==> config.mk <==
export PLATFORM = sky130hd
export DESIGN_NAME = stlq_scan
export DESIGN_NICKNAME = d
export VERILOG_FILES = /design/src/rtl/core/stlq_pkg.sv /design/src/rtl/core/stlq_scan.sv
export SDC_FILE = /design/constraint.sdc
export NUM_CORES = 1
export LEC_CHECK = 0
export BUFFER_PORTS_ARGS = -buffer_cell sky130_fd_sc_hd__buf_2
export CORE_AREA = 2 2 272 274
export CTS_BUF_LIST = sky130_fd_sc_hd__clkbuf_8
export CTS_CLUSTER_SIZE = 8
export DETAILED_ROUTE_END_ITERATION = 12
export DIE_AREA = 0 0 274 276
export PLACE_DENSITY = 0.41
export SKIP_LAST_GASP = 1
export SLEW_MARGIN = 5
export SYNTH_ARGS = -nofsm -noshare
export SYNTH_HDL_FRONTEND = slang
export SYNTH_SLANG_ARGS = --single-unit
==> constraint.sdc <==
create_clock -name i_clk -period 13.61 [get_ports i_clk]
set_input_delay 0.6805 -clock i_clk [delete_from_list [all_inputs] [get_ports i_clk]]
set_output_delay 0.6805 -clock i_clk [all_outputs]
set_load 0.01 [all_outputs]
==> src/rtl/core/stlq_pkg.sv <==
// package for the session table with lru eviction and per-source quota
// holds slot and control types, status and register codes; no dependencies
`default_nettype none
package stlq_pkg;

    localparam int MAX_SLOTS_DEF = 64;
    localparam int CFG_DATA_W    = 32;
    localparam int CFG_INDEX_W   = 2;
    localparam int KEY_W         = 34;

    localparam logic [CFG_INDEX_W-1:0] CFG_SLOTS_IN_USE = 2'd0;
    localparam logic [CFG_INDEX_W-1:0] CFG_REAP_MIN_AGE = 2'd1;
    localparam logic [CFG_INDEX_W-1:0] CFG_SOURCE_CAP   = 2'd2;

    localparam logic [2:0] STAT_REFRESHED = 3'd0;
    localparam logic [2:0] STAT_FREE      = 3'd1;
    localparam logic [2:0] STAT_OWN_EVICT = 3'd2;
    localparam logic [2:0] STAT_REAPED    = 3'd3;
    localparam logic [2:0] STAT_FULL      = 3'd4;
    localparam logic [2:0] STAT_FOUND     = 3'd5;
    localparam logic [2:0] STAT_NOT_FOUND = 3'd6;

    localparam logic OP_REGISTER = 1'b0;
    localparam logic OP_FIND     = 1'b1;

    typedef struct packed {
        logic             live;
        logic [63:0]      id_hi;
        logic [63:0]      id_lo;
        logic [31:0]      seen;
        logic [KEY_W-1:0] source;
    } t_slot;

    typedef struct packed {
        logic full;
        logic seen_only;
    } t_cell_wr;

    typedef struct packed {
        logic hit;
        logic have_free;
        logic have_lru;
        logic have_src;
    } t_scan_flags;

    typedef enum logic [1:0] {
        ST_IDLE,
        ST_SCAN,
        ST_DEC,
        ST_OUT
    } t_state;

endpackage
`default_nettype wire

==> src/rtl/core/stlq_scan.sv <==
// scan unit at the head of the cell row: match, first free, oldest, own oldest
// depends on stlq_pkg
`default_nettype none
module stlq_scan
    import stlq_pkg::*;
#(
    parameter int MAX_SLOTS = MAX_SLOTS_DEF
) (
    input  wire logic                           i_clk,
    input  wire logic                           i_rst_n,
    input  wire logic                           i_start,
    input  wire logic                           i_step,
    input  wire logic [$clog2(MAX_SLOTS)-1:0]   i_idx,
    input  wire t_slot                          i_slot,
    input  wire logic [63:0]                    i_id_hi,
    input  wire logic [63:0]                    i_id_lo,
    input  wire logic [KEY_W-1:0]               i_key,
    input  wire logic                           i_keyed,
    output t_scan_flags                         o_flags,
    output logic [$clog2(MAX_SLOTS)-1:0]        o_hit_idx,
    output logic [$clog2(MAX_SLOTS)-1:0]        o_free_idx,
    output logic [$clog2(MAX_SLOTS)-1:0]        o_lru_idx,
    output logic [31:0]                         o_oldest_time,
    output logic [127:0]                        o_lru_id,
    output logic [$clog2(MAX_SLOTS)-1:0]        o_src_idx,
    output logic [127:0]                        o_src_id,
    output logic [$clog2(MAX_SLOTS+1)-1:0]      o_own_count
);

    localparam int IW = $clog2(MAX_SLOTS);
    localparam int CW = $clog2(MAX_SLOTS + 1);

    t_scan_flags     r_flags;
    logic [IW-1:0]   r_hit_idx, r_free_idx, r_lru_idx, r_src_idx;
    logic [31:0]     r_oldest_time, r_src_seen;
    logic [127:0]    r_lru_id, r_src_id;
    logic [CW-1:0]   r_own_count;
    logic            id_match, src_match, take;

    assign take      = i_step && !r_flags.hit;
    assign id_match  = (i_slot.id_hi == i_id_hi) && (i_slot.id_lo == i_id_lo);
    assign src_match = i_keyed && (i_slot.source == i_key);

    always_ff @(posedge i_clk) begin
        if (!i_rst_n || i_start) begin
            r_flags     <= '0;
            r_own_count <= '0;
        end else if (take && i_slot.live) begin
            if (id_match) begin
                r_flags.hit <= 1'b1;
            end else begin
                if (!r_flags.have_lru || i_slot.seen < r_oldest_time) begin
                    r_flags.have_lru <= 1'b1;
                end
                if (src_match) begin
                    r_own_count <= r_own_count + CW'(1);
                    r_flags.have_src <= 1'b1;
                end
            end
        end else if (take && !r_flags.have_free) begin
            r_flags.have_free <= 1'b1;
        end
    end

    // payload side, qualified by the same conditions as the flags
    always_ff @(posedge i_clk) begin
        if (take && i_slot.live) begin
            if (id_match) begin
                r_hit_idx <= i_idx;
            end else begin
                if (!r_flags.have_lru || i_slot.seen < r_oldest_time) begin
                    r_lru_idx     <= i_idx;
                    r_oldest_time <= i_slot.seen;
                    r_lru_id      <= {i_slot.id_hi, i_slot.id_lo};
                end
                if (src_match && (!r_flags.have_src || i_slot.seen < r_src_seen)) begin
                    r_src_idx  <= i_idx;
                    r_src_seen <= i_slot.seen;
                    r_src_id   <= {i_slot.id_hi, i_slot.id_lo};
                end
            end
        end else if (take && !r_flags.have_free) begin
            r_free_idx <= i_idx;
        end
    end

    assign o_flags       = r_flags;
    assign o_hit_idx     = r_hit_idx;
    assign o_free_idx    = r_free_idx;
    assign o_lru_idx     = r_lru_idx;
    assign o_oldest_time = r_oldest_time;
    assign o_lru_id      = r_lru_id;
    assign o_src_idx     = r_src_idx;
    assign o_src_id      = r_src_id;
    assign o_own_count   = r_own_count;

endmodule
`default_nettype wire

---- Word-level counts from Yosys, hierarchy flattened ----
Cells that the tools add are included.
W data, S select, Z words.
storage, ports and cells
  logic and storage cells ................. 40
  register bits after elaboration ......... 355
  input bits .............................. 368
  output and inout bits ................... 323
cells by class
  add/subtract/negate cells ............... 1
  bitwise operators ....................... 2
  order comparisons ....................... 2
  equal/unequal tests ..................... 3
  reduce and logical (&&, ||, !) cells .... 19
operator list
  cell                   number
  $eq A64 B64 Y1         2
  $lt A32 B32 Y1         2
  $eq A34 B34 Y1         1
  $reduce_and A3 Y1      3
  $add A7 B1 Y7 const B  1
  $logic_and A1 B1 Y1    6
  $logic_not A1 Y1       5
  $reduce_and A2 Y1      2
  $logic_or A1 B1 Y1     3
  $not A1 Y1             2

---- Longest topological paths before layout ----
Gate-level depths: netlist of run 1.
  depth in word-level cells ............... 5
  mapped depth ............................ 9
  gate-level depth less buffers ........... 9

---- Least setup slack after synthesis of run 1 ----
No wires, ideal clock.
  path type ............................... input to register
  start point ............................. input i_slot[35] (netlist bit)
  end point ............................... register r_src_id[0], in the netlist o_src_id[0], enable pin
  data arrival time ....................... 10677 ps
  required time ........................... 12819 ps
  slack ................................... 2142 ps
  cell stages on the path ................. 7
  library setup time ...................... 791 ps
  path buffers ............................ 0
  cell sequence ........................... ha_1 a2111oi_0 o211a_1 o211ai_1 nand2_1 o211ai_1 a31oi_1
on the way
  word-level cells in the longest chain between the ends .. 4
ends and longest elaborated chain
  item                                line             source
  start, declared                     stlq_scan.sv:14  input wire t_slot i_slot,
  $lt A32 B32 Y1                      stlq_scan.sv:76  if (src_match && (!r_flags.have_src || i_slot.seen < r_src_seen)) begin
  $logic_or A1 B1 Y1                  stlq_scan.sv:76
  $logic_and A1 B1 Y1                 stlq_scan.sv:76
  $reduce_and A3 Y1 (no source line)  n/a
  end signal, assigned                stlq_scan.sv:79  r_src_id <= {i_slot.id_hi, i_slot.id_lo};
  end, declared                       stlq_scan.sv:36  logic [127:0] r_lru_id, r_src_id;
Every way passes these cells.
A chain may end at the register's enable or synchronous reset.

---- Worst setup path in the final report of run 1 ----
  start point ............................. input i_slot[135] (netlist bit)
  end point ............................... register r_src_seen[4], enable pin
on the way
  word-level cells in the longest chain between the ends .. 4
ends and longest elaborated chain
  item                                line             source
  $eq A64 B64 Y1                      stlq_scan.sv:41  assign id_match = (i_slot.id_hi == i_id_hi) && (i_slot.id_lo == i_id_lo);
  $logic_and A1 B1 Y1                 stlq_scan.sv:41
  $not A1 Y1 (no source line)         n/a
  $reduce_and A3 Y1 (no source line)  n/a
  end signal, assigned                stlq_scan.sv:78  r_src_seen <= i_slot.seen;
  end, declared                       stlq_scan.sv:35  logic [31:0] r_oldest_time, r_src_seen;
Every way passes these cells.

==> results of run 1 <==
==> routing by layer <==
| metal | vias up | wire (µm) | share of wire [%] |
|---|---|---|---|
| li1 | 4720 | - | - |
| met1 | 4844 | 20700 | 38 |
| met2 | 446 | 27700 | 50 |
| met3 | 95 | 5180 | 9.4 |
| met4 | 14 | 1550 | 2.8 |
| met5 | - | 87 | 0.16 |
==> registers in the layout, summed over array words and instances, names as in the netlist <==
name and count:
o_free_idx 6, o_oldest_time 32, o_hit_idx 6, o_src_id 128, o_lru_idx 6, o_lru_id 128, o_src_idx 6, o_own_count 7
o_flags 4, r_src_seen 32
==> cell type report <==
class                      instances  area [µm²]  share of cell area (%)
tap                              959        1200                    5.94
clock inverter                    49         265                    1.31
multi-input combinational        421        3480                    17.2
sequential                       355       10600                    52.2
timing repair buffer             694        3500                    17.3
clock buffer                      71         977                    4.84
inverter                          65         244                    1.21
==> worst min path at each step <==
stage	startpoint	to	slack, ns	cells after the start
2_1_floorplan	o_flags[0]	o_flags[0]	0.48	2
3_3_place_gp	o_flags[0]	o_flags[0]	0.49	2
3_5_place_dp	o_flags[2]	o_flags[2]	0.49	2
4_1_cts	i_slot[157]	o_lru_id[91]	0.15	1
6_report	i_slot[157]	o_lru_id[91]	0.24	1
5_1_grt	i_slot[157]	o_lru_id[91]	0.18	1
==> through the flow <==
| stage | instance area (µm²) | setup slack [ns] | instances |
|---|---|---|---|
| 6_report | 20200 | 9.50 | 2614 |
| 5_1_grt | 20200 | 9.28 | 2614 |
| 4_1_cts | 20200 | 9.45 | 2614 |
| 3_5_place_dp | 19000 | 8.72 | 2494 |
| 3_3_place_gp | 19000 | 8.74 | 2494 |
| 2_1_floorplan | 14300 | 2.14 | 842 |
==> placed cells by master, fill, tap and decap left out, types with 18 or more instances in the layout <==
| cell type | count |
|---|---|
| buf_2 | 690 |
| edfxtp_1 | 344 |
| xnor2_1 | 147 |
| inv_1 | 78 |
| clkbuf_8 | 71 |
| ha_1 | 63 |
| nand4_1 | 52 |
| a21o_1 | 21 |
| clkinv_1 | 18 |
==> report_power, final <==
| part | internal, W | leakage [nW] | switching [W] |
|---|---|---|---|
| clock | 0.000508 | 0.688 | 0.000486 |
| sequential | 0.00123 | 3.25 | 0.00000752 |
| combinational | 0.0000998 | 4.35 | 0.000124 |
| total | 0.00183 | 8.29 | 0.000618 |
==> cells by family (layout without fill, tap and decap cells) <==
kind of cell,Yosys count,after routing
flip-flops,355,355
adder cells (fa/ha/maj),63,63
XOR/XNOR,163,163
multiplexers,1,1
buffers and inverters,66,879
AND/OR/NAND/NOR,126,126
AO/OA/AOI/OAI,68,68
==> critical path, cell delays in order <==
cell,delay (ns)
buf_2,0.12
xnor2_1,0.38
nand4_1,0.14
nor4_1,1.08
nand4_1,0.30
or2_2,0.42
nand3_1,0.13
a31oi_4,0.05
buf_12,0.27
buf_4,0.52
==> flow_summary.json, run 1 <==
{
  "ys_seq_area_share_pct": 74.0,
  "yosys_register_bits": 355,
  "p_leak_nw": 8.29,
  "outcome": "completed",
  "r2r_slack_ns": 9.68,
  "clkTransAtPathRegs_ns": 0.07,
  "endpoint": "r_src_seen[4]",
  "grt.overflow.total": 0,
  "end_kind": "register",
  "drtIter0Drc": 455,
  "synth_warnings": 0,
  "cts.path.max_buffers": 3,
  "htreeDepth": 3,
  "die_h_um": 276,
  "synth_fp_nets": 1273,
  "finalSetupViolations": 0,
  "grtUsageMet2_pct": 24.5,
  "place_hpwl_mm": 44.0,
  "grt_pass1_vias": 10789,
  "clkSinkCount": 355,
  "grt_use_met1_pct": 15.7,
  "pwr_density_cell_nw_per_um2": 121,
  "worst-slew-pin-transition_ns": 1.28,
  "drv_slew": 0,
  "cp.required_ns": 13.87,
  "grt_max_degree": 109,
  "ir_drop_mv": 0.0553,
  "clkLatencyLatePin_ns": 0.65,
  "dr.pass1.iters": 4,
  "synth_top_area_cell": "edfxtp_1",
  "drive_above_1_share_pct": 47.9,
  "whs_ns": 0.244,
  "post_cts_buffers": 0,
  "min_period_ns": 4.11,
  "synth.cell_area_um2": 14300,
  "synth-compound-area-share_pct": 3.25,
  "fmax_ghz": 0.244,
  "gp_congestion": 0.881,
  "ys_top_cells_by_area": "edfxtp_1, xnor2_1, ha_1",
  "die_area_um2": 75600,
  "use_met3_pct": 5.81,
  "synth.distinct_cells": 44,
  "synth_edf_count": 344,
  "finalWirelength_mm": 55.2,
  "cts_buffers": 68,
  "syn_area_per_cell_um2": 16.9,
  "area_growth_pct": 41.8,
  "cp.arrival_ns": 4.37,
  "synth_top_area_share_pct": 72.5,
  "antenna_found_initial": 10,
  "cts_root_buf": "clkbuf_8",
  "grt_use_total_pct": 14.2,
  "die_w_um": 274,
  "viasPerCell": 3.87,
  "num_rows": 99,
  "crit_path_start": "i_slot[135]",
  "min_period_over_period_pct": 30.2,
  "drt-wirelength-per-cell_um": 21.1,
  "synth_top_family_by_area": "XOR/XNOR gates",
  "yosys.area_share.adder_pct": 5.53,
  "ys_async_sr_fraction_pct": 0,
  "grt_setup_unrepaired": "no",
  "start_kind": "primary input",
  "yosys.area_share.simple_pct": 5.33,
  "final_core_utilization_pct": 27.8,
  "synth.most_common_cell": "edfxtp_1",
  "r2r_end": "r_src_seen[4]",
  "drc": 0,
  "hp-class": "primary input to register",
  "r2r_cells": 10,
  "io_buffers": 690,
  "maxCapViolCount": 0,
  "n_antenna_cell": 0,
  "cts_tree": "built",
  "path_class": "primary input to register",
  "pin_count": 691,
  "clock_skew_ns": 0.0424,
  "cts_resized": 0,
  "start_util_pct": 19.6,
  "fin_setup_tns_ns": 0,
  "vias": 10119,
  "p_total_w": 0.00245,
  "fillCellCount": 7681,
  "grt_pass1_wl_mm": 76.7,
  "relSlewSlack_pct": 14.1,
  "ctsHoldBuffers": 0,
  "grt.busiest_layer": "met2",
  "synth_xor_area_share_pct": 10.0,
  "core_um2": 72600,
  "nNetsFinal": 2036,
  "syn_inst": 842,
  "synth_common_cells": "edfxtp_1, xnor2_1, inv_1",
  "synthMuxAreaShare_pct": 0.0702,
  "hold_viol": 0,
  "crit_fanout": 108,
  "ys.flop_type": "edfxtp_1",
  "ant_nets": 0,
  "r2r-start": "r_src_seen[1]"
}
(Power assumes the default switching activity.)
==> run 2: changes to the inputs <==
Settings changed: CORE_AREA 2 2 272 274 to 2 2 271 273, DIE_AREA 0 0 274 276 to 0 0 273 275, PLACE_DENSITY 0.41 to 0.42.
Clock period 13.61 ns to 3.6 ns, I/O delays scaled along.
==> flow_summary.json, run 2 (synthesis gave the netlist of run 1 again) <==
{
  "slowest_delay_ns": 0.70,
  "grt.overflow.total": 0,
  "final_cell_mix": "buf_2, edfxtp_1, dlygate4sd3_1, xnor2_1, inv_1",
  "r2r_slack_ns": 0.66,
  "drv_slew": 0,
  "endpoint": "o_lru_id[13]",
  "htreeDepth": 3,
  "dp_cells": 2522,
  "swShare_pct": 24.8,
  "power.net_switching_w": 0.00234,
  "cts_tree": "built",
  "r2r_end": "r_src_seen[7]",
  "post_cts_buffers": 0,
  "io_buffers": 690,
  "num_rows": 99,
  "area_growth_pct": 55.8,
  "crit_path_start": "i_slot[155]",
  "power_frac_clock_pct": 39.8,
  "grt_pass1_vias": 11443,
  "clkTransAtPathRegs_ns": 0.05,
  "end_kind": "register",
  "clkLatencyLatePin_ns": 0.65,
  "ant_nets": 0,
  "worst-slew-pin-transition_ns": 0.753,
  "crit_family": "simple AND/OR/NAND/NOR gates",
  "cp.required_ns": 3.91,
  "drtIter0Drc": 511,
  "antenna_found_initial": 3,
  "cts.path.max_buffers": 3,
  "gp_congestion": 0.849,
  "dr.pass1.iters": 6,
  "cp_slowest_cell": "nor4_1",
  "min_period_over_period_pct": 95.5,
  "drc": 0,
  "p_seq_share_pct": 49.3,
  "start_kind": "primary input",
  "die_h_um": 275,
  "grt_max_degree": 63,
  "fillCellCount": 7411,
  "p_leak_nw": 9.20,
  "final_core_utilization_pct": 30.7,
  "core_um2": 72300,
  "crit_chain": "dlygate4sd3_1, buf_2, xnor2_1, nand4_1, nor4_1, buf_4, nand4_1, or2_2, nor2b_1, o211a_4, buf_12",
  "drive_above_1_share_pct": 44.3,
  "post-place-ws_ns": 0.0180,
  "cts_buffers": 69,
  "die_w_um": 273,
  "nNetsFinal": 2236,
  "ctsHoldBuffers": 171,
  "outcome": "completed",
  "whs_ns": 0.249,
  "grt_pass1_wl_mm": 76.6,
  "cts_root_buf": "clkbuf_8",
  "final_cells": 2816,
  "hold_viol": 0,
  "cp.arrival_ns": 3.75,
  "ir_drop_mv": 0.252,
  "vias": 10923,
  "drt-wirelength-per-cell_um": 19.9,
  "cts_resized": 0,
  "relSlewSlack_pct": 49.3,
  "viasPerCell": 3.88,
  "fmax_ghz": 0.291,
  "maxCapViolCount": 0,
  "start_util_pct": 19.7,
  "grt_use_total_pct": 14.2,
  "place_hpwl_mm": 44.4,
  "crit_fanout": 62,
  "clock_skew_ns": 0.0340,
  "die_area_um2": 75100,
  "r2r_cells": 10,
  "finalWorstSetupSlack_ns": 0.162,
  "clkSinkCount": 355,
  "hp-class": "primary input to register",
  "path_class": "primary input to register",
  "worst-path-buf-inv": 4,
  "finalWirelength_mm": 56.1,
  "p_total_w": 0.00945,
  "pwr_density_cell_nw_per_um2": 425,
  "internal_power_w": 0.00711,
  "grt_setup_unrepaired": "no",
  "crit_cells": 11,
  "pin_count": 691,
  "finalSetupViolations": 0,
  "critical_path.most_common_cell": "nand4_1",
  "min_period_ns": 3.44,
  "layout_commonest_cell": "buf_2",
  "p_comb_share_pct": 10.8,
  "r2r-start": "r_src_seen[6]"
}
-- run 2: cell types whose count changed in the layout (fill, tap and decap cells not counted), sizes merged --
cell	delta
clkinv	-6
diode	+1
inv	+6
dlygate4sd3	+171
buf	+28
clkbuf	+2
-- run 2: metrics by stage --
stage | setup TNS, ns | instance area [µm²]
final | 0 | 22200
after global routing | 0 | 22200
after CTS | 0 | 22200
after detailed placement | 0 | 19200
after global placement | 0 | 19200
after floorplan | -180.32 | 14300
-- run 2: how the worst min path moves through the flow --
stage | cells past startpoint | slack [ns] | start | end
after floorplan | 0 | 0.28 | i_idx[0] | o_free_idx[0]
after global placement | 1 | 0.40 | i_slot[78] | o_lru_id[12]
after detailed placement | 1 | 0.40 | i_slot[175] | o_src_id[109]
after CTS | 3 | 0.18 | i_step | o_free_idx[4]
after global routing | 3 | 0.22 | i_step | o_free_idx[4]
final | 3 | 0.25 | i_step | o_free_idx[4]
-- run 2: cell type report --
class / count / area (µm²) / share of cell area [%]
flip-flops and latches: 355 / 10600 / 47.5
repair buffers: 893 / 5460 / 24.6
multi-input cells: 421 / 3490 / 15.7
well taps: 959 / 1200 / 5.40
clock buffers: 73 / 1000 / 4.52
clock inverters: 49 / 262 / 1.18
inverters: 65 / 244 / 1.10
diodes: 1 / 2.50 / 0.0113
-- run 2: worst min-delay path: stages --
cell     delay [ns]
buf_2          0.10
nor3b_1        0.13
nor2b_1        0.24
-- run 2: power groups by stage --
stage | clock, W | sequential [W] | combinational, W
after floorplan | 0 | 0.00480 | 0.000300
after global placement | 0 | 0.00474 | 0.000884
after detailed placement | 0 | 0.00474 | 0.000889
after CTS | 0.00394 | 0.00466 | 0.00104
after global routing | 0.00411 | 0.00467 | 0.00111
final | 0.00376 | 0.00466 | 0.00102
-- run 2: per-layer routing --
metal	vias up	part of all wire (%)	GRT usage, %
met5	-	0	0
met4	0	2.2	4.39
met3	83	8.9	5.25
met2	478	52	25.8
met1	5238	37	15.4
li1	5124	-	-
