### config.mk
export PLATFORM = sky130hd
export DESIGN_NAME = stlq_cell
export DESIGN_NICKNAME = d
export VERILOG_FILES = /design/src/rtl/core/stlq_pkg.sv /design/src/rtl/core/stlq_cell.sv
export SDC_FILE = /design/constraint.sdc
export NUM_CORES = 1
export LEC_CHECK = 0
export ABC_AREA = 1
export BUFFER_PORTS_ARGS = -buffer_cell sky130_fd_sc_hd__buf_2
export CAP_MARGIN = 20
export CORE_AREA = 2 2 231 233
export CTS_CLUSTER_DIAMETER = 100
export DETAILED_ROUTE_END_ITERATION = 10
export DIE_AREA = 0 0 233 235
export GPL_TIMING_DRIVEN = 0
export PLACE_DENSITY_LB_ADDON = 0.15
export SLEW_MARGIN = 5
export SYNTH_ARGS = -nofsm -noshare
export SYNTH_HDL_FRONTEND = slang
export SYNTH_SLANG_ARGS = --single-unit
### constraint.sdc
create_clock -name i_clk -period 7.15 [get_ports i_clk]
set_input_delay 1.43 -clock i_clk [delete_from_list [all_inputs] [get_ports i_clk]]
set_output_delay 1.43 -clock i_clk [all_outputs]
set_load 0.005 [all_outputs]
### src/rtl/core/stlq_pkg.sv
// package for the session table with lru eviction and per-source quota
// holds slot and control types, status and register codes; no dependencies
`default_nettype none
package stlq_pkg;

    localparam int MAX_SLOTS_DEF = 64;
    localparam int CFG_DATA_W    = 32;
    localparam int CFG_INDEX_W   = 2;
    localparam int KEY_W         = 34;

    localparam logic [CFG_INDEX_W-1:0] CFG_SLOTS_IN_USE = 2'd0;
    localparam logic [CFG_INDEX_W-1:0] CFG_REAP_MIN_AGE = 2'd1;
    localparam logic [CFG_INDEX_W-1:0] CFG_SOURCE_CAP   = 2'd2;

    localparam logic [2:0] STAT_REFRESHED = 3'd0;
    localparam logic [2:0] STAT_FREE      = 3'd1;
    localparam logic [2:0] STAT_OWN_EVICT = 3'd2;
    localparam logic [2:0] STAT_REAPED    = 3'd3;
    localparam logic [2:0] STAT_FULL      = 3'd4;
    localparam logic [2:0] STAT_FOUND     = 3'd5;
    localparam logic [2:0] STAT_NOT_FOUND = 3'd6;

    localparam logic OP_REGISTER = 1'b0;
    localparam logic OP_FIND     = 1'b1;

    typedef struct packed {
        logic             live;
        logic [63:0]      id_hi;
        logic [63:0]      id_lo;
        logic [31:0]      seen;
        logic [KEY_W-1:0] source;
    } t_slot;

    typedef struct packed {
        logic full;
        logic seen_only;
    } t_cell_wr;

    typedef struct packed {
        logic hit;
        logic have_free;
        logic have_lru;
        logic have_src;
    } t_scan_flags;

    typedef enum logic [1:0] {
        ST_IDLE,
        ST_SCAN,
        ST_DEC,
        ST_OUT
    } t_state;

endpackage
`default_nettype wire

### src/rtl/core/stlq_cell.sv
// one table slot; rotates its contents to the neighbor during a scan
// depends on stlq_pkg
`default_nettype none
module stlq_cell
    import stlq_pkg::*;
(
    input  wire logic     i_clk,
    input  wire logic     i_rst_n,
    input  wire logic     i_shift,
    input  wire t_slot    i_nbr,
    input  wire t_cell_wr i_wr,
    input  wire t_slot    i_wr_data,
    output t_slot         o_slot
);

    logic  r_live;
    t_slot r_data;

    always_ff @(posedge i_clk) begin
        if (!i_rst_n) begin
            r_live <= 1'b0;
        end else if (i_shift) begin
            r_live <= i_nbr.live;
        end else if (i_wr.full) begin
            r_live <= 1'b1;
        end
    end

    always_ff @(posedge i_clk) begin
        if (i_shift) begin
            r_data <= i_nbr;
        end else if (i_wr.full) begin
            r_data <= i_wr_data;
        end else if (i_wr.seen_only) begin
            r_data.seen <= i_wr_data.seen;
        end
    end

    always_comb begin
        o_slot      = r_data;
        o_slot.live = r_live;
    end

endmodule
`default_nettype wire

### Word level (Yosys, flattened, before mapping)

Cells that the tools add are included.

| cells by class | value |
|---|---|
| reduce and logical (&&, ||, !) cells | 2 |
| multiplexer cells | 7 |

Operators with widths:

| operator | number |
|---|---|
| 194-bit two-way mux | 1 |
| 128-bit two-way mux | 1 |
| 32-bit two-way mux | 2 |
| 34-bit two-way mux | 1 |
| 3-bit nonzero test | 1 |
| 1-bit two-way mux | 2 |
| 2-bit nonzero test | 1 |

| word-level totals | value |
|---|---|
| flip-flop bits (word level) | 195 |
| logic and storage cells | 14 |

### Depth between registers and ports, before layout

Gate-level depths: netlist of the first run.

| logic depth | value |
|---|---|
| depth in word-level cells | 3 |
| mapped depth | 6 |

### Worst setup path before layout of the first run

No wires, ideal clock.

| timing | value |
|---|---|
| path type | input -> register |
| start | input port i_shift |
| end | register r_data, in the netlist o_slot[34], enable pin |
| arrival | 6003 ps |
| setup slack | 793 ps |
| stages on the path | 4 |
| path buffers | 1 |
| path through | buf_4 > inv_4 > nand2_1 > or2_2 |

| between the ends | value |
|---|---|
| word-level cells in the longest chain between the ends | 1 |

Ends and longest elaborated chain:

| item | line | RTL |
|---|---|---|
| start, declared | stlq_cell.sv:9 | `input wire logic i_shift,` |
| 3-bit nonzero test (no source line) | -- |  |
| end signal, assigned | stlq_cell.sv:31 | `r_data <= i_nbr;` |
| end signal, assigned | stlq_cell.sv:33 | `r_data <= i_wr_data;` |
| end, declared | stlq_cell.sv:17 | `t_slot r_data;` |

Every way passes these cells.
A chain may end at the register's enable or synchronous reset.

### Worst setup path after layout of the first run

| timing | value |
|---|---|
| start | input port i_shift |
| end | register r_data, in the netlist o_slot[58], enable pin |

The elaborated chain is that of the path after synthesis.

==> flow_summary_export.csv, run 1 <==
group,metric,value,unit
status,status,"complete, no violations",
power_and_ir_drop,p_total,2.863,mW
cells_and_area,syn_to_final_growth,53.04,%
detailed_routing,vias,7716,
cells_and_area,fill_cells,5785,
worst_setup_path,worstPathCellList,"buf_4 -> inv_4 -> nand2_4 -> buf_16 -> or2_2",
worst_setup_path,critPathKind,"in2reg",
worst_hold_path,min_path_type,"reg2reg",
sta,fmaxAchievable,348.3,MHz
logic_synthesis,synth_seq_cells,195,
placement,gp_congestion,0.8145,
floorplanning,start_util,0.1610,
worst_setup_path,cp.required,7250,ps
global_route,grt_max_degree,57,
detailed_routing,viasPerCell,3.601,
floorplanning,row_count,84,
logic_synthesis,synthDistinctLibCells,10,
sta,finalHoldViolCount,0,
global_route,grt_pass1_vias,7957,
global_route,grt-ovfl-total,0,
worst_setup_path,critical_path.top_delay_family,"simple AND/OR/NAND/NOR gates",
detailed_routing,ant_nets,0,
cells_and_area,multi_input_area,2217,um^2
worst_setup_path,crit_slowest_cell,"or2_2",
sta,fin_crit_sh,0.4016,
floorplanning,die_y,235,um
placement,placed_cells,2108,
cells_and_area,design_area,12870,um^2
run,drv_cap,0,
cells_and_area,finalNonFillerCells,2143,
sta,grt_setup_unrepaired,"false",
power_and_ir_drop,power.density,222.4,nW/um^2
power_and_ir_drop,p_leak,6.619,nW
detailed_routing,drt_pass1_iterations,4,
detailed_routing,post_drt_wl_per_cell,16.52,um
placement,post_dp_cell_area,12300,um^2
worst_setup_path,worst-path-buf-inv,3,
sta,setup_viol,0,
clock_tree,root_buffer,"clkbuf_16",
floorplanning,core,52240,um^2
worst_setup_path,cp-start-kind,"input port",
cells_and_area,seq_area,5846,um^2
detailed_routing,drt-total-wl,35400,um
clock_tree,cts-buffers-inserted,17,
floorplanning,dieArea,54760,um^2
clock_tree,cts_resized,0,
floorplanning,die_w,233,um
global_route,antenna_found_initial,7,
placement,dp_hpwl,28420,um
cells_and_area,nNetsFinal,1834,
worst_setup_path,cp_max_fo,52,
clock_tree,htreeDepth,4,
global_route,grt_use_total,0.1265,
cells_and_area,final_cell_mix,"buf_2 (609), nand2_1 (584), edfxtp_1 (194)",
detailed_routing,drt-initial-drc-count,256,
clock_tree,cts_tree,"yes",
cells_and_area,drive_gt1_frac,0.4566,
placement,numPortBuffers,587,
worst_setup_path,arrival,2980,ps
clock_tree,clk_latency,460,ps
sta,finClkSkew,0,ps
floorplanning,io_pins,590,
logic_synthesis,avgSynthCellArea,10.13,um^2
power_and_ir_drop,ir_drop,0.1418,mV
sta,max_slew_margin,0.4595,
clock_tree,clkSlewWorstSetupHoldPaths,70,ps
sta,worstMarginPinSlew,810.8,ps
worst_setup_path,max_stage_delay,710,ps
worst_setup_path,cp-end-kind,"register",
logic_synthesis,synth-seq-area-share,0.6949,
logic_synthesis,syn_inst,830,
sta,finalMaxSlewViolations,0,
logic_synthesis,syn_area,8412,um^2
sta,period_needed,2871,ps
clock_tree,cts_setup_buffers,0,
clock_tree,clock_sinks,195,
cells_and_area,final_common_cell,"buf_2",
clock_tree,cts.path.max_buffers,2,
global_route,grt_pass1_wl,50050,um
sta,timing.setup.tns,0,ps
logic_synthesis,syn-num-nets,1225,
clock_tree,holdBufCountCts,0,
logic_synthesis,ys_warn_count,0,
detailed_routing,drc,0,
==> sequential cells by signal, summed over array words and instances, names as in the netlist <==
register,flops
o_slot,194
r_live,1
==> cells in the mapped netlist <==
master	n	area (um^2)
dfxtp_1	1	20.02
or2_2	1	6.260
buf_4	4	30.03
inv_4	1	6.260
edfxtp_1	194	5826
buf_6	18	202.7
inv_1	2	7.510
buf_2	22	110.1
nand2_1	585	2196
nor2_1	2	7.510
==> final cells by class <==
type / count / area share
diodes: 3 / 0.0005831
plain buffers: 44 / 0.02663
clock buffers: 21 / 0.03421
clock inverters: 11 / 0.009719
inverters: 3 / 0.001069
multi-input cells: 588 / 0.1722
flip-flops and latches: 195 / 0.4541
well taps: 688 / 0.06687
repair buffers: 590 / 0.2346
==> cells by family after synthesis <==
logic type,share of synthesized area
buf+inv,0.04239
simple gates,0.2627
flops,0.6949
==> path summary, 6_finish.rpt <==
kind / start / endpoint / slack [ps] / cells past startpoint
hold / removal: r_live / r_live / 470 / 2
hold reg to reg: r_live / r_live / 470 / 2
setup / recovery: i_shift / o_slot[58] / 4280 / 5
setup reg to reg: r_live / r_live / 6610 / 2
==> metrics by stage <==
stage	hold WS, ps	setup WS, ps	util
6_report	468.8	4279	0.2465
5_1_grt	500.3	4155	0.2464
4_1_cts	476.7	4237	0.2463
3_5_place_dp	460.1	3691	0.2355
3_3_place_gp	461.5	-2055	0.2338
2_1_floorplan	441.6	793.1	-
==> layer usage <==
metal,part of all wire,up-vias,global-route usage
met3,0.086,35,0.05146
met1,0.39,3510,0.1328
met4,0.014,8,0.03880
li1,-,3884,-
met2,0.51,279,0.2287
met5,0.0014,-,0
==> report_power, final <==
part / leakage, nW / switching (mW) / internal [mW]
sequential: 2.02 / 0.0307 / 1.40
combinational: 4.33 / 0.238 / 0.211
clock: 0.276 / 0.466 / 0.518
==> worst reg2reg max path: stages, from the launching register on <==
cell and delay [ps]:
dfxtp_1 310, nor2_1 90, nor2_1 40
Power figures use the tool's default switching activity.
==> run 2: changes to the inputs <==
- ABC_AREA: 1 -> 0
- CORE_AREA: 2 2 231 233 -> 2 2 228 230
- DIE_AREA: 0 0 233 235 -> 0 0 230 232
- clock period: 7.15 -> 2.75 ns (I/O delays scaled with it)
==> run 2 against run 1 <==
- setup slack worse by 3400 ps
- cell area up 1.1%
- final cell count fell by 20%
- largest cell class unchanged
- die area is 2.5% lower
- synthesized cell count is 50% lower
- core utilization grew 0.93 points
- register-to-register slack got worse by 4500 ps
- hold slack got worse by 150 ps
- routed wire length shrank 18%
- sequential share of layout area fell by 0.50 points
- count of clock-buffer cells in the layout down 2
- largest power group unchanged
- critical path type unchanged
- sequential power rose to 2.6 times the previous value
==> flow_summary_export.csv, run 2 <==
group,metric,value,unit
status,status,"complete, no violations",
clock_tree,holdBufCountCts,0,
cells_and_area,final_cell_mix,"buf_2 (593), edfxtp_1 (194), mux2_4 (100)",
cells_and_area,fin_util,0.2558,
placement,numPortBuffers,587,
logic_synthesis,synthMuxAreaShare,0.2959,
run,drv_cap,0,
cells_and_area,largest_register_ffs,194,
sta,finalMaxSlewViolations,0,
detailed_routing,post_drt_wl_per_cell,16.91,um
sta,grt_setup_unrepaired,"false",
cells_and_area,syn_to_final_growth,50.46,%
logic_synthesis,synthAdderAreaFrac,0,
logic_synthesis,synthArstFlopShare,0,
detailed_routing,ant_nets,0,
sta,fin_crit_sh,0.6791,
clock_tree,clk_latency,470,ps
clock_tree,cts.path.max_buffers,2,
placement,dp_hpwl,23170,um
worst_setup_path,cp-end-kind,"register",
logic_synthesis,synth_area_leader_cell,"edfxtp_1",
worst_setup_path,cp_max_fo,58,
clock_tree,htreeDepth,4,
detailed_routing,drt-total-wl,29030,um
worst_setup_path,cp.required,2890,ps
power_and_ir_drop,p_leak,5.909,nW
logic_synthesis,yosys.area.top_type_share,0.6734,
cells_and_area,nNetsFinal,1419,
worst_hold_path,min_path_type,"in2reg",
floorplanning,row_count,83,
sta,period_needed,1868,ps
worst_setup_path,r2r_slack,2130,ps
detailed_routing,drt_pass1_iterations,4,
logic_synthesis,ys_top_cells_by_area,"edfxtp_1 (67%), mux2_4 (17%), mux2_2 (12%)",
logic_synthesis,synth-seq-area-share,0.6757,
worst_setup_path,critPathKind,"in2reg",
worst_setup_path,arrival,2000,ps
cells_and_area,final_common_cell,"buf_2",
floorplanning,die_y,232,um
detailed_routing,drc,0,
global_route,antenna_found_initial,2,
logic_synthesis,synth_seq_cells,195,
worst_setup_path,cp-start-kind,"input port",
clock_tree,cts_tree,"yes",
global_route,grt_pass1_wl,39940,um
global_route,grt-ovfl-total,0,
logic_synthesis,avgSynthCellArea,20.80,um^2
logic_synthesis,synthXorXnorAreaFrac,0,
placement,gp_congestion,0.7800,
sta,finalHoldViolCount,0,
logic_synthesis,synth-edff-count,194,
floorplanning,start_util,0.1700,
clock_tree,root_buffer,"clkbuf_16",
logic_synthesis,synth_flop_cell,"edfxtp_1",
clock_tree,clkSlewWorstSetupHoldPaths,70,ps
clock_tree,cts-buffers-inserted,17,
sta,whs,318.4,ps
logic_synthesis,synth_compound_area_frac,0.001302,
sta,worstMarginPinSlew,836.6,ps
floorplanning,dieArea,53360,um^2
detailed_routing,viasPerCell,3.490,
sta,fmaxAchievable,535.5,MHz
power_and_ir_drop,ir_drop,0.3713,mV
logic_synthesis,ys_warn_count,0,
clock_tree,cts_setup_buffers,0,
logic_synthesis,synthDistinctLibCells,11,
floorplanning,core,50890,um^2
sta,setup_viol,0,
logic_synthesis,syn-num-nets,811,
global_route,grt_pass1_vias,5991,
logic_synthesis,synthSimpleGateAreaFrac,0.001446,
sta,finClkSkew,0,ps
global_route,grt_use_total,0.1058,
clock_tree,clock_sinks,195,
logic_synthesis,syn_area,8651,um^2
sta,max_slew_margin,0.4422,
cells_and_area,drive_gt1_frac,0.8060,
detailed_routing,drt-initial-drc-count,212,
power_and_ir_drop,power.density,558.3,nW/um^2
clock_tree,cts_resized,0,
floorplanning,die_w,230,um
logic_synthesis,synth_common_cells,"edfxtp_1 (194), mux2_4 (100), mux2_2 (94), buf_6 (16), buf_2 (6)",
global_route,grt_max_degree,59,
floorplanning,io_pins,590,
logic_synthesis,synth_top_family_by_area,"multiplexers",
logic_synthesis,syn_inst,416,
logic_synthesis,synth_most_common_cell,"edfxtp_1",
detailed_routing,vias,5993,
## run 2: changes by cell type in the layout (fill, tap and decap cells not counted), sizes merged, moves of 3 or more
| cell | previous run | this run |
|---|---|---|
| clkinv | 5 | 8 |
| buf | 634 | 612 |
| mux2 | 0 | 194 |
| inv | 7 | 4 |
| nand2 | 585 | 0 |
## run 2: cell families (layout without fill, tap and decap cells)
family                 count (synthesis)  after routing
buffers and inverters                 24            644
AO/OA/AOI/OAI                          1              1
flip-flops                           195            195
multiplexers                         194            194
AND/OR/NAND/NOR                        2              2
other                                  0              1
## run 2: path summary, 6_finish.rpt
path / from / end / depth (start not counted)
max reg2reg: r_live / r_live / 1
min: i_rst_n / r_live / 2
max: i_shift / o_slot[83] / 4
min reg2reg: r_live / r_live / 1
## run 2: cell type report
| type | instances | area (um^2) |
|---|---|---|
| Inverter | 1 | 3.754 |
| Clock inverter | 12 | 82.58 |
| Clock buffer | 19 | 432.9 |
| Antenna cell | 1 | 2.502 |
| Sequential cell | 195 | 5846 |
| Tap cell | 680 | 850.8 |
| Fill cell | 5401 | 37870 |
| Multi-Input combinational cell | 197 | 2587 |
| Timing Repair Buffer | 589 | 2993 |
| Buffer | 23 | 217.7 |
## run 2: per-layer routing
metal	global-route usage	vias to the layer above	wire (um)
met2	0.1930	312	15500
met5	0	-	13
met3	0.04531	21	2642
li1	-	2864	-
met1	0.1077	2794	10470
met4	0.03690	2	404
## run 2: per-stage QoR
step	setup TNS [ps]	setup slack (ps)	instance area (um^2)	instances	total power, mW
after floorplan	0	316.3	8653	416	4.263
after global placement	-82680	-569.6	12440	1683	5.017
after detailed placement	0	365.3	12500	1685	5.008
after CTS	0	902.6	13010	1716	7.470
after global routing	0	783.0	13010	1716	7.651
final	0	882.5	13020	1717	7.267
## run 2: critical path, cell delays in order
cell	delay [ps]
buf_6	120
buf_6	180
or2_4	680
buf_16	340
## run 2: report_power, final
part | switching [mW] | internal, mW | total, mW
sequential | 0.0759 | 3.64 | 3.72
clock | 1.21 | 1.15 | 2.36
combinational | 0.489 | 0.699 | 1.19
==> run 3: changes to the inputs <==
- ABC_AREA: 0 -> 1
- CORE_AREA: 2 2 228 230 -> 2 2 231 233
- DIE_AREA: 0 0 230 232 -> 0 0 233 235
- clock period: 2.75 -> 1.6 ns (I/O delays scaled with it)
==> run 3 against run 2 <==
- global-route usage increased by 2.3 points
- sequential share of layout area increased by 0.37 points
- via count increased by 29%
- count of clock-buffer cells in the layout decreased by 2
- final cell count increased by 25%
- die area increased by 2.6%
- sequential cell count unchanged
- clock power increased by 97%
- power increased by 80%
==> flow_summary_export.csv, run 3 (synthesis results as in run 1) <==
group,metric,value,unit
status,status,"complete, no violations",
worst_setup_path,cp-end-kind,"register",
power_and_ir_drop,ir_drop,0.6471,mV
clock_tree,root_buffer,"clkbuf_16",
worst_setup_path,arrival,1580,ps
clock_tree,htreeDepth,4,
placement,dp_hpwl,28260,um
detailed_routing,viasPerCell,3.620,
sta,grt_setup_unrepaired,"false",
placement,place_ws,-572.4,ps
sta,worstMarginPinSlew,410.4,ps
global_route,grt_pass1_wl,50260,um
clock_tree,clkSlewWorstSetupHoldPaths,80,ps
worst_setup_path,cpMostUsedCell,"buf_16",
worst_setup_path,crit_slowest_cell,"buf_16",
power_and_ir_drop,power.density,1011,nW/um^2
placement,gp_congestion,0.8309,
sta,setup_viol,0,
sta,finClkSkew,0,ps
cells_and_area,drive_gt1_frac,0.4607,
worst_setup_path,max_stage_delay,340,ps
cells_and_area,final_common_cell,"buf_2",
floorplanning,start_util,0.1610,
detailed_routing,post_drt_wl_per_cell,16.63,um
global_route,grt-ovfl-total,0,
worst_setup_path,critical_path.top_delay_family,"buffers and inverters",
worst_setup_path,worstPathCellList,"buf_8 -> inv_6 -> nand2_8 -> buf_16 -> buf_16",
clock_tree,clock_sinks,195,
cells_and_area,largest_register_ffs,194,
cells_and_area,finalNonFillerCells,2143,
worst_setup_path,worst-path-buf-inv,4,
worst_setup_path,cp-start-kind,"input port",
clock_tree,clk_latency,490,ps
sta,period_needed,1442,ps
floorplanning,io_pins,590,
global_route,grt_use_total,0.1286,
floorplanning,core,52240,um^2
cells_and_area,fin_util,0.2472,
detailed_routing,drc,0,
sta,max_slew_margin,0.7264,
detailed_routing,drt-total-wl,35640,um
detailed_routing,ant_nets,0,
worst_setup_path,r2r-end,"r_live",
clock_tree,holdBufCountCts,0,
cells_and_area,syn_to_final_growth,53.49,%
detailed_routing,vias,7757,
floorplanning,row_count,84,
clock_tree,cts_tree,"yes",
worst_hold_path,hold_path_depth,3,
sta,fin_crit_sh,0.9010,
clock_tree,cts-buffers-inserted,17,
sta,fin_ws,158.3,ps
sta,finalMaxSlewViolations,0,
detailed_routing,drt-initial-drc-count,306,
clock_tree,cts.path.max_buffers,2,
detailed_routing,drt_pass1_iterations,4,
worst_setup_path,cp.required,1740,ps
cells_and_area,nNetsFinal,1834,
floorplanning,die_y,235,um
worst_setup_path,cp_max_fo,68,
worst_hold_path,holdCritStartpoint,"i_rst_n",
sta,fmaxAchievable,693.6,MHz
worst_hold_path,min_path_type,"in2reg",
sta,timing.setup.tns,0,ps
placement,numPortBuffers,587,
worst_hold_path,min_to,"r_live",
global_route,grt_pass1_vias,7839,
floorplanning,dieArea,54760,um^2
worst_setup_path,r2r_slack,1050,ps
worst_setup_path,r2r_cells,2,
placement,placed_cells,2107,
global_route,antenna_found_initial,9,
worst_setup_path,critPathKind,"in2reg",
power_and_ir_drop,p_total,13.05,mW
cells_and_area,final_cell_mix,"buf_2 (609), nand2_1 (584), edfxtp_1 (194)",
power_and_ir_drop,p_leak,6.621,nW
floorplanning,die_w,233,um
global_route,grt_max_degree,69,
worst_setup_path,r2r_start,"r_live",
sta,finalHoldViolCount,0,
run,drv_cap,0,
## run 3: through the flow
stage	instance area, um^2	hold WS [ps]
floorplan	8441	441.6
global placement	12240	461.2
detailed placement	12290	475.5
CTS	12900	6.789
global route	12910	24.39
finish	12910	65.31
## run 3: final cells by class
cell class              count  area [um^2]
clock buffers              17        425.4
diodes                      3        7.507
plain buffers              44        350.3
inverters                   3        16.27
multi-input cells         589         2237
fillers                  5700        39320
clock inverters            15        175.2
well taps                 688        860.8
repair buffers            589         2993
flip-flops and latches    195         5846
## run 3: per-layer routing
layer,up-vias,GRT usage,wire [um]
li1,3891,-,-
met1,3522,0.1371,13790
met2,312,0.2291,18230
met3,26,0.05206,3091
met4,6,0.04130,476
met5,-,0,50
## run 3: where the power goes
part / switching, mW / internal [mW]
sequential: 0.126 / 6.25
clock: 2.30 / 2.35
combinational: 1.08 / 0.942
total: 3.51 / 9.55
## run 3: worst max path at each step
stage | start | to | slack (ps) | cells past startpoint
finish | i_shift | o_slot[111] | 160 | 5
global route | o_slot[137] | o_slot[137] | 40 | 1
CTS | i_shift | o_slot[49] | 40 | 5
detailed placement | i_shift | o_slot[36] | -570 | 5
global placement | i_shift | o_slot[36] | -1060 | 4
floorplan | i_shift | o_slot[34] | -330 | 4
## run 3: what timing repair did
action | CTS | global route
setup buffers | 0 | 0
setup endpoints to repair | 27 | 16
resized for setup | 0 | 1
cloned | 1 | 0
pin swaps | 1 | 0
## run 3: tightest hold or removal path, cell delays in order
cell and delay, ps:
buf_2 90, nand2_1 60, nor2_1 40
